`src/rtl/ddo_pkg.sv`:
```
package ddo_pkg;

  localparam logic [1:0] CFG_TICK_TO_RADIAN = 2'd0;
  localparam logic [1:0] CFG_ROLL_RADIUS    = 2'd1;
  localparam logic [1:0] CFG_TRACK_WIDTH    = 2'd2;

  localparam logic [31:0] TICK_TO_RADIAN_RESET = 32'd6588397;
  localparam logic [23:0] ROLL_RADIUS_RESET    = 24'd2163;
  localparam logic [23:0] TRACK_WIDTH_RESET    = 24'd10486;

  localparam logic [63:0] INV_TWO_PI_Q64    = 64'h28BE60DB9391054A;
  localparam logic [33:0] CORDIC_GAIN       = 34'd652032874;
  localparam logic [62:0] SAT63             = {63{1'b1}};
  localparam logic [63:0] MICROS_PER_SECOND = 64'd1000000;

  typedef struct packed {
    logic signed [32:0] dif;
    logic signed [32:0] sum;
    logic [31:0]        dt;
  } step_t;

  typedef enum logic [3:0] {
    B_IDLE, B_RT, B_DS, B_THM, B_THD, B_ANG, B_CORDIC,
    B_XS, B_YS, B_LM, B_LD, B_AM, B_AD, B_OUT
  } back_state_t;

  function automatic logic [31:0] atan_turn(input logic [4:0] i);
    case (i)
      5'd0:  atan_turn = 32'h20000000;
      5'd1:  atan_turn = 32'h12E4051E;
      5'd2:  atan_turn = 32'h09FB385B;
      5'd3:  atan_turn = 32'h051111D4;
      5'd4:  atan_turn = 32'h028B0D43;
      5'd5:  atan_turn = 32'h0145D7E1;
      5'd6:  atan_turn = 32'h00A2F61E;
      5'd7:  atan_turn = 32'h00517C55;
      5'd8:  atan_turn = 32'h0028BE53;
      5'd9:  atan_turn = 32'h00145F2F;
      5'd10: atan_turn = 32'h000A2F98;
      5'd11: atan_turn = 32'h000517CC;
      5'd12: atan_turn = 32'h00028BE6;
      5'd13: atan_turn = 32'h000145F3;
      5'd14: atan_turn = 32'h0000A2FA;
      5'd15: atan_turn = 32'h0000517D;
      5'd16: atan_turn = 32'h000028BE;
      5'd17: atan_turn = 32'h0000145F;
      5'd18: atan_turn = 32'h00000A30;
      5'd19: atan_turn = 32'h00000518;
      5'd20: atan_turn = 32'h0000028C;
      5'd21: atan_turn = 32'h00000146;
      5'd22: atan_turn = 32'h000000A3;
      5'd23: atan_turn = 32'h00000051;
      5'd24: atan_turn = 32'h00000029;
      5'd25: atan_turn = 32'h00000014;
      5'd26: atan_turn = 32'h0000000A;
      5'd27: atan_turn = 32'h00000005;
      5'd28: atan_turn = 32'h00000003;
      5'd29: atan_turn = 32'h00000001;
      5'd30: atan_turn = 32'h00000001;
      default: atan_turn = 32'h00000000;
    endcase
  endfunction

endpackage

```
`src/rtl/ddo_front.sv`:
```
module ddo_front (
  input  logic                clk,
  input  logic                rst,
  input  logic                in_valid,
  output logic                in_stall,
  input  logic signed [31:0]  left_position,
  input  logic signed [31:0]  right_position,
  input  logic [31:0]         elapsed_time,
  input  logic                q_full,
  output logic                q_push,
  output ddo_pkg::step_t      q_data
);
  import ddo_pkg::*;

  logic [31:0]        previous_left;
  logic [31:0]        previous_right;
  logic               first_pending;
  logic               accept;
  logic signed [31:0] dl;
  logic signed [31:0] dr;

  assign in_stall = q_full;
  assign accept   = in_valid && !in_stall;

  assign dl = left_position - previous_left;
  assign dr = right_position - previous_right;

  always_comb begin
    q_data.dif = 33'(dl) - 33'(dr);
    q_data.sum = 33'(dl) + 33'(dr);
    q_data.dt  = elapsed_time;
  end

  assign q_push = accept && !first_pending && (elapsed_time != 32'd0);

  always_ff @(posedge clk) begin
    if (rst) begin
      previous_left  <= '0;
      previous_right <= '0;
      first_pending  <= 1'b1;
    end else if (accept) begin
      previous_left  <= left_position;
      previous_right <= right_position;
      first_pending  <= 1'b0;
    end
  end
endmodule

```
`config.mk`:
```
export PLATFORM = sky130hd
export DESIGN_NAME = ddo_front
export DESIGN_NICKNAME = d
export VERILOG_FILES = /design/src/rtl/ddo_pkg.sv /design/src/rtl/ddo_front.sv
export SDC_FILE = /design/constraint.sdc
export NUM_CORES = 1
export LEC_CHECK = 0
export ABC_AREA = 1
export BUFFER_PORTS_ARGS = -buffer_cell sky130_fd_sc_hd__buf_2
export CELL_PAD_IN_SITES_DETAIL_PLACEMENT = 1
export CELL_PAD_IN_SITES_GLOBAL_PLACEMENT = 1
export CORE_MARGIN = 1.5
export CORE_UTILIZATION = 42
export CTS_BUF_LIST = sky130_fd_sc_hd__clkbuf_16
export CTS_CLUSTER_SIZE = 25
export DETAILED_ROUTE_END_ITERATION = 8
export PLACE_DENSITY_LB_ADDON = 0.12
export SLEW_MARGIN = 10
export SYNTH_ARGS = -nofsm -noshare
export SYNTH_HDL_FRONTEND = slang
export SYNTH_SLANG_ARGS = --single-unit
```
`constraint.sdc`:
```
create_clock -name clk -period 7.9 [get_ports clk]
set_clock_uncertainty 0.15 [all_clocks]
set_input_delay 0 -clock clk [delete_from_list [all_inputs] [get_ports clk]]
set_output_delay 0 -clock clk [all_outputs]
set_load 0.05 [all_outputs]
```
==> Word-level counts from Yosys, hierarchy flattened <==
Cells that the tools add are included.
{ "word_totals": {"regBits": 65, "in_bits": 100, "out_inout_bits": 100, "word_cells": 13} }
{ "classes": {"add_sub_neg": 4, "reduce_logical": 6} }
{ "op_table": {"columns": ["operator", "n"], "rows": [
  ["$sub A32 B32 Y32", 2],
  ["$add A32 B32 Y33", 1],
  ["$sub A32 B32 Y33", 1],
  ["$reduce_bool A32 Y1", 1],
  ["$logic_and A1 B1 Y1", 3],
  ["$logic_not A1 Y1", 2]
]} }

==> Logic depth before layout (Yosys ltp) <==
{ "logic_depth": {"depth_word": 4, "mapped_depth": 26, "depth_no_buf": 25} }

==> Worst setup path before layout <==
No wires, ideal clock.
{ "synth_timing": {"path_kind": "reg-to-output", "startpoint": "register previous_right[0]", "endpoint": "output port q_data[50] (netlist bit)", "arrival_ps": 3254, "required_ps": 7750, "path_slack_ps": 4496, "path_stages_with_launch": 20, "n_path_buf": 1, "path_cell_list": "dfxtp_1 ha_1 inv_1 fa_1 nand2_1 nand2_1 and2_2 nand2_1 nand2_1 nand3_1 nand2_1 xor2_1 ha_1 buf_2 nand2_1 nor2_1 and2_1 nand2_1 nand2_1 xor2_1"} }
{ "synth_rtl": {"columns": ["item", "line_no", "rtl"], "rows": [
  ["from (decl)", "ddo_front.sv:16", "logic [31:0] previous_right;"],
  ["from (signal assigned)", "ddo_front.sv:43", "previous_right <= right_position;"],
  ["to (decl)", "ddo_front.sv:11", "output ddo_pkg::step_t q_data"]
]} }

==> impl_metrics.toml <==
[run_status]
status = "complete, no violations"

[yosys]
avgSynthCellArea_um2 = 5.25
yosys-top-cells-area = "nand2_1 26%, inv_1 15%, ha_1 13%, dfxtp_1 11%, a21oi_1 6.1%"
synthCells = 2333
synth_top_area_share_pct = 26.4
ys_ff_latch = 65
synth_area_um2 = 12300
synth_common_cells = "863 x nand2_1, 491 x inv_1, 180 x nor2_1"
synth_nets = 2563
async_flop_share_pct = 0
synth_ff_type = "dfxtp_1"
synth.most_common_cell = "nand2_1"
synth_edf_count = 0
synth_seq_area_share_pct = 10.6
synth_cell_type_count = 37
synth_warnings = 0
yosys.area.top_type = "nand2_1"

[worst_hold_path]
hp-class = "input pin to flip-flop"

[placement]
pre_cts_slack_ns = 3.79
portBuffers = 199
post_dp_cell_area_um2 = 13200
dp_hpwl_um = 40600
gp_congestion = 0.936

[clocking]
clock_latency_ns = 0.36
cts-htree-levels = 3
cts_resized = 0
cts_root_buffer = "clkbuf_16"
cts_tree = "yes"
cts_inserted_buffers = 9
clk_path_buf_depth = 2
cts.clk_slew.worst_paths_ns = 0.06
cts.sinks = 65

[cells_and_area]
n_antenna_cell = 0
regArea_um2 = 1300
nFillCells = 4296
area_delta_synth_final_pct = 15.5
finalInstanceArea_um2 = 14200
drive_above_1_share_pct = 9.79
post-route-util_pct = 49.3
multiInputGateArea_um2 = 8560
fin_nets = 2759

[drt]
drc_errors = 0
wirelength_um = 50100
drtPass1Iterations = 5
num_vias = 15000
viasPerCell = 5.13
wl_per_cell_um = 17.2
drtAntennaViolNets = 0
first_iter_violations = 692

[critical_path]
endpoint_kind = "output port"
crit_top_cell = "nand2_1"
critical_path_class = "input pin to output port"
path_buf_inv = 5
cpPeakStageDelay_ns = 0.64
worst-path-max-fanout = 9
start_kind = "input pin"
path_cells = "dlygate4sd3_1 -> buf_2 -> inv_1 -> ha_1 -> inv_1 -> fa_1 -> nand2_1 -> nand2_1 -> and2_1 -> nand3_1 -> nand3_1 -> nand2_1 -> nand2_1 -> nand2_1 -> nand2_1 -> ha_1 -> o21ai_0 -> a21oi_1 -> nand2_1 -> a21oi_1 -> nand3_1 -> nand2_1 -> buf_2"
path_delay_family = "simple AND/OR/NAND/NOR gates"
slowest_stage = "ha_1"
critPathArrivalTime_ns = 4.48
worstPathRequired_ns = 7.75

[global_route]
grt_usage_pct = 33.3
overflow = 0
grt_pass1_wl_um = 80400
grt_pass1_vias = 15500
antenna_found_initial = 0
grt_start_max_net_pins = 112

[sta]
setup_tns_ns = 0
relSlewSlack_pct = 30.5
setup_viol = 0
rsz0062_at_grt = "no"
finalCriticalPeriod_ns = 4.63
timing.final.ws_setup_ns = 3.27
final-hold-violation-count = 0
report.final.slew_viol_count = 0
max_slew.worst_pin.slew_ns = 1.04
min_period_over_period_pct = 58.6
fmax_ghz = 0.216

[die]
rows = 62
io_pins = 200
core_um2 = 28700
die_area_um2 = 30200
die_w_um = 174
die_y_um = 174
initial_core_util_pct = 42.7

[power]
finalPower_mw = 4.56
powerDensity_nw_per_um2 = 322
power.static_leakage_nw = 8.67
irDropWorstVdd_v = 0.000182

[flow_run]
maxCapViolCount = 0
timing repair:
item | in CTS | in global routing
hold endpoints to repair | 64 | 0
hold buffers | 66 | 0
buffers inserted | 0 | 0
metrics by stage:
stage               std cells  hold slack (ns)
floorplan                2333          -0.0151
global placement         2836            0.106
detailed placement       2836            0.119
CTS                      2918          0.00490
global route             2918            0.100
finish                   2918           0.0440
final timing paths:
| check | from | to | slack [ns] | cells after the start |
|---|---|---|---|---|
| worst max-delay path | left_position[0] | q_data[94] | 3.27 | 23 |
| worst min register to register | previous_left[15] | previous_left[15] | 0.31 | 2 |
| worst max register to register | previous_right[0] | previous_right[0] | 6.50 | 3 |
| worst min-delay path | q_full | previous_right[31] | 0.04 | 4 |
worst reg2reg max path, cell delays in order, from the launching register on:
cell	delay, ns
dfxtp_1	0.32
o21ai_0	0.17
a21oi_1	0.07
dlygate4sd3_1	0.58
flip-flops by register name, summed over array words and instances (netlist names):
signal	flops
first_pending	1
previous_left	32
previous_right	32
cell type report:
type,instances,share of cell area (%)
multi-input combinational,1686,60.4
inverter,500,13.3
timing repair buffer,267,11.8
sequential,65,9.19
tap,384,3.39
clock buffer,9,1.59
clock inverter,7,0.318
layer usage:
metal / track usage, % / wire (um)
met1: 42.0 / 22500
met2: 60.1 / 24000
met3: 3.57 / 2360
met5: 0 / 0
met4: 8.69 / 1210
report_power, final:
part           internal [mW]  total (mW)  switching [mW]  leakage (nW)
registers              0.350       0.358         0.00770         0.537
logic                  0.919        3.81            2.89          8.00
clock network          0.212       0.395           0.183         0.127
total                   1.48        4.56            3.08          8.67
cells in the final DEF (no fill, tap or decap):
master	instances
clkinv_1	4
xor2_1	59
nand3b_1	2
fa_1	4
buf_2	199
clkinvlp_4	2
nor3_1	19
nor2_2	9
dfxtp_1	65
o21bai_1	18
nand2_2	6
nor3_2	2
clkinv_2	2
and2_1	5
nor2_1	180
nand3_2	5
buf_4	2
nor4_2	1
dlygate4sd3_1	66
nand4_1	18
or2_1	1
inv_1	490
inv_6	2
o21ai_1	1
nand3_1	119
inv_2	7
nor4_1	8
o21a_1	1
or2_0	2
nand2_1	863
a21o_1	3
a21oi_1	149
o21ai_0	76
and2_2	1
xnor2_1	7
clkbuf_16	9
nor2_4	1
ha_1	126
logic make-up (layout without fill, tap and decap cells):
kind of cell             after synthesis  in the layout  synth area share, %
AO/OA/AOI/OAI                        248            248                 10.6
XOR/XNOR                              66             66                 4.72
adder cells (fa/ha/maj)              130            130                 13.5
buffers and inverters                582            783                 19.6
flip-flops                            65             65                 10.6
AND/OR/NAND/NOR                     1242           1242                 41.0
(Power assumes the default switching activity.)
