### src/rtl/ddo_pkg.sv
package ddo_pkg;

  localparam logic [1:0] CFG_TICK_TO_RADIAN = 2'd0;
  localparam logic [1:0] CFG_ROLL_RADIUS    = 2'd1;
  localparam logic [1:0] CFG_TRACK_WIDTH    = 2'd2;

  localparam logic [31:0] TICK_TO_RADIAN_RESET = 32'd6588397;
  localparam logic [23:0] ROLL_RADIUS_RESET    = 24'd2163;
  localparam logic [23:0] TRACK_WIDTH_RESET    = 24'd10486;

  localparam logic [63:0] INV_TWO_PI_Q64    = 64'h28BE60DB9391054A;
  localparam logic [33:0] CORDIC_GAIN       = 34'd652032874;
  localparam logic [62:0] SAT63             = {63{1'b1}};
  localparam logic [63:0] MICROS_PER_SECOND = 64'd1000000;

  typedef struct packed {
    logic signed [32:0] dif;
    logic signed [32:0] sum;
    logic [31:0]        dt;
  } step_t;

  typedef enum logic [3:0] {
    B_IDLE, B_RT, B_DS, B_THM, B_THD, B_ANG, B_CORDIC,
    B_XS, B_YS, B_LM, B_LD, B_AM, B_AD, B_OUT
  } back_state_t;

  function automatic logic [31:0] atan_turn(input logic [4:0] i);
    case (i)
      5'd0:  atan_turn = 32'h20000000;
      5'd1:  atan_turn = 32'h12E4051E;
      5'd2:  atan_turn = 32'h09FB385B;
      5'd3:  atan_turn = 32'h051111D4;
      5'd4:  atan_turn = 32'h028B0D43;
      5'd5:  atan_turn = 32'h0145D7E1;
      5'd6:  atan_turn = 32'h00A2F61E;
      5'd7:  atan_turn = 32'h00517C55;
      5'd8:  atan_turn = 32'h0028BE53;
      5'd9:  atan_turn = 32'h00145F2F;
      5'd10: atan_turn = 32'h000A2F98;
      5'd11: atan_turn = 32'h000517CC;
      5'd12: atan_turn = 32'h00028BE6;
      5'd13: atan_turn = 32'h000145F3;
      5'd14: atan_turn = 32'h0000A2FA;
      5'd15: atan_turn = 32'h0000517D;
      5'd16: atan_turn = 32'h000028BE;
      5'd17: atan_turn = 32'h0000145F;
      5'd18: atan_turn = 32'h00000A30;
      5'd19: atan_turn = 32'h00000518;
      5'd20: atan_turn = 32'h0000028C;
      5'd21: atan_turn = 32'h00000146;
      5'd22: atan_turn = 32'h000000A3;
      5'd23: atan_turn = 32'h00000051;
      5'd24: atan_turn = 32'h00000029;
      5'd25: atan_turn = 32'h00000014;
      5'd26: atan_turn = 32'h0000000A;
      5'd27: atan_turn = 32'h00000005;
      5'd28: atan_turn = 32'h00000003;
      5'd29: atan_turn = 32'h00000001;
      5'd30: atan_turn = 32'h00000001;
      default: atan_turn = 32'h00000000;
    endcase
  endfunction

endpackage

### src/rtl/ddo_queue.sv
module ddo_queue #(
  parameter int DEPTH = 2
) (
  input  logic           clk,
  input  logic           rst,
  input  logic           push,
  input  ddo_pkg::step_t push_data,
  input  logic           pop,
  output ddo_pkg::step_t head,
  output logic           full,
  output logic           empty
);
  import ddo_pkg::*;

  localparam int PW = (DEPTH > 1) ? $clog2(DEPTH) : 1;
  localparam int CW = $clog2(DEPTH + 1);

  step_t         entry [DEPTH];
  logic [PW-1:0] wr_ptr;
  logic [PW-1:0] rd_ptr;
  logic [CW-1:0] count;

  assign full  = (count == CW'(DEPTH));
  assign empty = (count == '0);
  assign head  = entry[rd_ptr];

  always_ff @(posedge clk) begin
    if (push) begin
      entry[wr_ptr] <= push_data;
    end
  end

  always_ff @(posedge clk) begin
    if (rst) begin
      wr_ptr <= '0;
      rd_ptr <= '0;
      count  <= '0;
    end else begin
      if (push) begin
        wr_ptr <= (wr_ptr == PW'(DEPTH - 1)) ? '0 : wr_ptr + 1'b1;
      end
      if (pop) begin
        rd_ptr <= (rd_ptr == PW'(DEPTH - 1)) ? '0 : rd_ptr + 1'b1;
      end
      if (push && !pop) begin
        count <= count + 1'b1;
      end else if (pop && !push) begin
        count <= count - 1'b1;
      end
    end
  end
endmodule

### config.mk
export PLATFORM = sky130hd
export DESIGN_NAME = ddo_queue
export DESIGN_NICKNAME = d
export VERILOG_FILES = /design/src/rtl/ddo_pkg.sv /design/src/rtl/ddo_queue.sv
export SDC_FILE = /design/constraint.sdc
export NUM_CORES = 1
export LEC_CHECK = 0
export ABC_AREA = 1
export BUFFER_PORTS_ARGS = -buffer_cell sky130_fd_sc_hd__buf_2
export CORE_MARGIN = 2
export CORE_UTILIZATION = 45
export CTS_BUF_LIST = sky130_fd_sc_hd__clkbuf_4 sky130_fd_sc_hd__clkbuf_8
export DETAILED_ROUTE_END_ITERATION = 8
export PLACE_DENSITY = 0.79
export SLEW_MARGIN = 40
export SYNTH_ARGS = -nofsm -noshare
export SYNTH_HDL_FRONTEND = slang
export SYNTH_SLANG_ARGS = --single-unit
### constraint.sdc
create_clock -name clk -period 7.5 [get_ports clk]
set_input_delay 1.5 -clock clk [delete_from_list [all_inputs] [get_ports clk]]
set_output_delay 1.5 -clock clk [all_outputs]
set_load 0.02 [all_outputs]
; After elaboration in Yosys (flattened, before gate mapping)
; Memories as Yosys holds them, arrays and structs flattened. A register that Yosys moved wholly into a read port is not among the register bits.
; Index checks and enable logic that the tools add are counted.
; Widths: inputs -> output; s select.
[classes]
addsub = 4
eq_ne = 1
muxes = 8
n_reduce_logical = 6
[op_table]
columns = cell, count
row1 = $mux 1, 6
row2 = $mux 2, 2
row3 = $add 1x1->1 const B, 2
row4 = $add 2x1->2 const B, 1
row5 = $eq 2x2->1 const B, 1
row6 = $logic_and 1x1->1, 2
row7 = $logic_not 1->1, 2
row8 = $logic_not 2->1, 1
row9 = $reduce_bool 2->1, 1
row10 = $sub 2x1->2 const B, 1
[totals]
reg_bits = 4
ramBits = 196
in_bits = 102
output_inout_bits = 100
n_memories = 1
[mem_list]
columns = name, words, word_bits, rd, rd_ports_with_merged_regs, write_ports, line
row1 = entry, 2, 98, 1, 1, 1, ddo_queue.sv:18  ; step_t entry [DEPTH];

; Longest topological paths before layout
[depth]
ltp_word = 4
ltp_mapped = 8
mapped_depth_nobuf = 8

; Least setup slack after synthesis
; No wires, ideal clock.
[synth_path]
kind = input to register
start = in push
end = mem entry[0][0] in the netlist's numbering, enable pin
setup_time_ns = 0.558
t_arrival_ns = 5.642
required_ns = 6.942
setup_slack_ns = 1.299
path_stages = 2
path_cell_list = inv_1 > nor2_1
[synth_via]
elab_chain_len = 2
[synth_rtl]
columns = element, line
row1 = from (decl), ddo_queue.sv:6  ; input logic push,
row2 = $mux 1, ddo_queue.sv:28  ; if (push) begin
row3 = $mux 1 (not written as such), ddo_queue.sv:29  ; entry[wr_ptr] <= push_data;
row4 = to (decl), ddo_queue.sv:18
; No other way between the ends.

==> flow_metrics.env <==
export IMPL_synthesis_nets=441
export IMPL_cp_arrival_ns=2.39
export IMPL_ant_nets=0
export IMPL_fin_skew_ns=0.0153
export IMPL_post_cts_resized=0
export IMPL_tritoncts_num_buffers=34
export IMPL_irDropWorstVdd_mv=0.194
export IMPL_drive_above_1_share=0.608
export IMPL_synth_cell_type_count=16
export IMPL_synthMuxAreaShare=0.160
export IMPL_hp_start="rd_ptr"
export IMPL_ctsHoldBuffers=0
export IMPL_drt_wirelength_per_cell_um=16.7
export IMPL_endpoint_kind="output pin"
export IMPL_pwr_density_cell_nw_per_um2=269
export IMPL_synth_top_family_by_area="multiplexers"
export IMPL_viasPerCell=4.80
export IMPL_tightest_slew_ns=0.769
export IMPL_overflow=0
export IMPL_fmax_ghz=0.257
export IMPL_worstSetupPathType="register to output pin"
export IMPL_grt_pass1_vias=4147
export IMPL_fin_nets=672
export IMPL_run_status="completed"
export IMPL_avgSynthCellArea_um2=21.8
export IMPL_cts_htree_levels=2
export IMPL_wirelength_mm=13.5
export IMPL_ys_seq_elements=201
export IMPL_die_w_um=132
export IMPL_maxCapViolCount=0
export IMPL_min_delay_path_class="register to register"
export IMPL_antenna_found_initial=1
export IMPL_cts_clk_slew_worst_paths_ns=0.05
export IMPL_dieHeight_um=132
export IMPL_final_common_cell="buf_2"
export IMPL_r2r_cells=4
export IMPL_layout_common_cells="buf_2 (201), edfxtp_1 (196), mux2_2 (78)"
export IMPL_startpoint_type="register"
export IMPL_clock_sinks=201
export IMPL_finalSetupTns_ns=0
export IMPL_start_util=0.462
export IMPL_rsz0062_at_grt="false"
export IMPL_slew_headroom=0.487
export IMPL_hold_viol=0
export IMPL_crit_path_max_fanout=57
export IMPL_synth_compound_area_frac=0.00136
export IMPL_yosys_warnings=0
export IMPL_yosys_area_share_xor_xnor=0.00119
export IMPL_seq_area_frac_synth=0.812
export IMPL_power_leakage_nw=3.57
export IMPL_cts_tree="done"
export IMPL_placementRows=46
export IMPL_groute_usage_overall=0.151
export IMPL_clk_latency_ns=0.49
export IMPL_grt_first_pass_wirelength_mm=20.5
export IMPL_cts_buffer_depth=3
export IMPL_num_vias=3873
export IMPL_slew_violations=0
export IMPL_worstReg2RegEnd="entry[0][44]"
export IMPL_cp_endpoint="head[89]"
export IMPL_io_buffers=201
export IMPL_hpwl_mm=8.76
export IMPL_grt_max_degree=81
export IMPL_cp_required_ns=6.00
export IMPL_finalCritPeriodShare=0.519
export IMPL_gp_congestion=0.748
export IMPL_drc_errors=0
export IMPL_drt_pass1_iter_count=4
export IMPL_wl_met1_mm=5.12
export IMPL_r2r_slack_ns=5.63
export IMPL_dr_max_layer_used="met4"
export IMPL_syn_cell_area_um2=7370
export IMPL_syn_inst=338
export IMPL_p_total_mw=2.49
export IMPL_routed_wl_met3_mm=1.11
export IMPL_wl_met2_mm=6.92
export IMPL_cts_root_buffer_cell="clkbuf_8"
export IMPL_synth_simple_area_share=0.00832
export IMPL_io_pins=202
export IMPL_synthAdderAreaFrac=0.00170
export IMPL_area_delta_synth_final_pct=25.8
export IMPL_dieArea_um2=17400
export IMPL_post_cts_buffers=0
export IMPL_fin_crit_ns=3.89
export IMPL_setup_viol_count_final=0
export IMPL_first_iter_violations=191
export IMPL_rr_startpoint="wr_ptr"
export IMPL_coreArea_um2=15900
==> worst min-delay path by stage <==
stage / end / cells after the start
final: register / 2
after global routing: count[0] / 2
after CTS: register / 2
after detailed placement: register / 2
after global placement: rd_ptr / 2
after floorplan: register / 2
==> where the power goes <==
group          leakage (nW)  internal [mW]  total [mW]  switching (mW)
logic                  1.36          0.126       0.296           0.170
registers              1.88           1.30        1.32          0.0221
clock network         0.329          0.482       0.875           0.393
==> state kept, by name, summed over array words and instances, names as in the netlist, named ones only <==
signal and cells:
entry 196, count 2, rd_ptr 1, wr_ptr 1
==> kinds of logic after synthesis <==
kind of cell / Yosys count
buffers and inverters: 20
flip-flops: 201
AND/OR/NAND/NOR: 15
AO/OA/AOI/OAI: 2
adder cells (fa/ha/maj): 1
multiplexers: 98
XOR/XNOR: 1
==> per-stage QoR <==
step	hold WS [ns]	setup WS, ns	std cells	cell area [µm²]	utilization
floorplan	0.480	1.30	338	7370	-
global placement	0.498	3.80	747	8600	0.540
detailed placement	0.504	3.85	749	8650	0.543
CTS	0.528	3.31	806	9260	0.581
global route	0.564	3.45	806	9270	0.581
finish	0.529	3.61	807	9270	0.582
==> layer usage <==
layer	global-route usage	vias to the layer above
met5	0	-
met4	0.0634	0
met3	0.0511	34
met2	0.265	159
met1	0.167	1885
li1	-	1795
==> synthesized netlist by cell type <==
master | n | area (µm²)
mux2_2 | 78 | 878
mux2_4 | 20 | 300
nand4_1 | 1 | 6.26
nand2_1 | 5 | 18.8
nor2_1 | 7 | 26.3
buf_6 | 4 | 45.0
buf_2 | 7 | 35.0
o21ai_0 | 1 | 5.00
nor3_1 | 1 | 5.00
inv_1 | 9 | 33.8
dfxtp_1 | 5 | 100
ha_1 | 1 | 12.5
xnor2_1 | 1 | 8.76
a21oi_1 | 1 | 5.00
nand3_1 | 1 | 5.00
edfxtp_1 | 196 | 5890
==> layout make-up <==
| cell class | instances | area [µm²] |
|---|---|---|
| antenna | 1 | 2.50 |
| clock buffer | 45 | 557 |
| clock inverter | 12 | 56.3 |
| fill | 1226 | 6670 |
| inverter | 9 | 36.3 |
| multi-input combinational | 117 | 1280 |
| sequential | 201 | 5990 |
| tap | 216 | 270 |
| timing repair buffer | 206 | 1080 |
==> worst max-delay path: stages (launching register included) <==
cell and delay, ns:
dfxtp_4 0.70, buf_6 0.57, mux2_2 0.41, buf_2 0.16
Power figures use the tool's default switching activity.
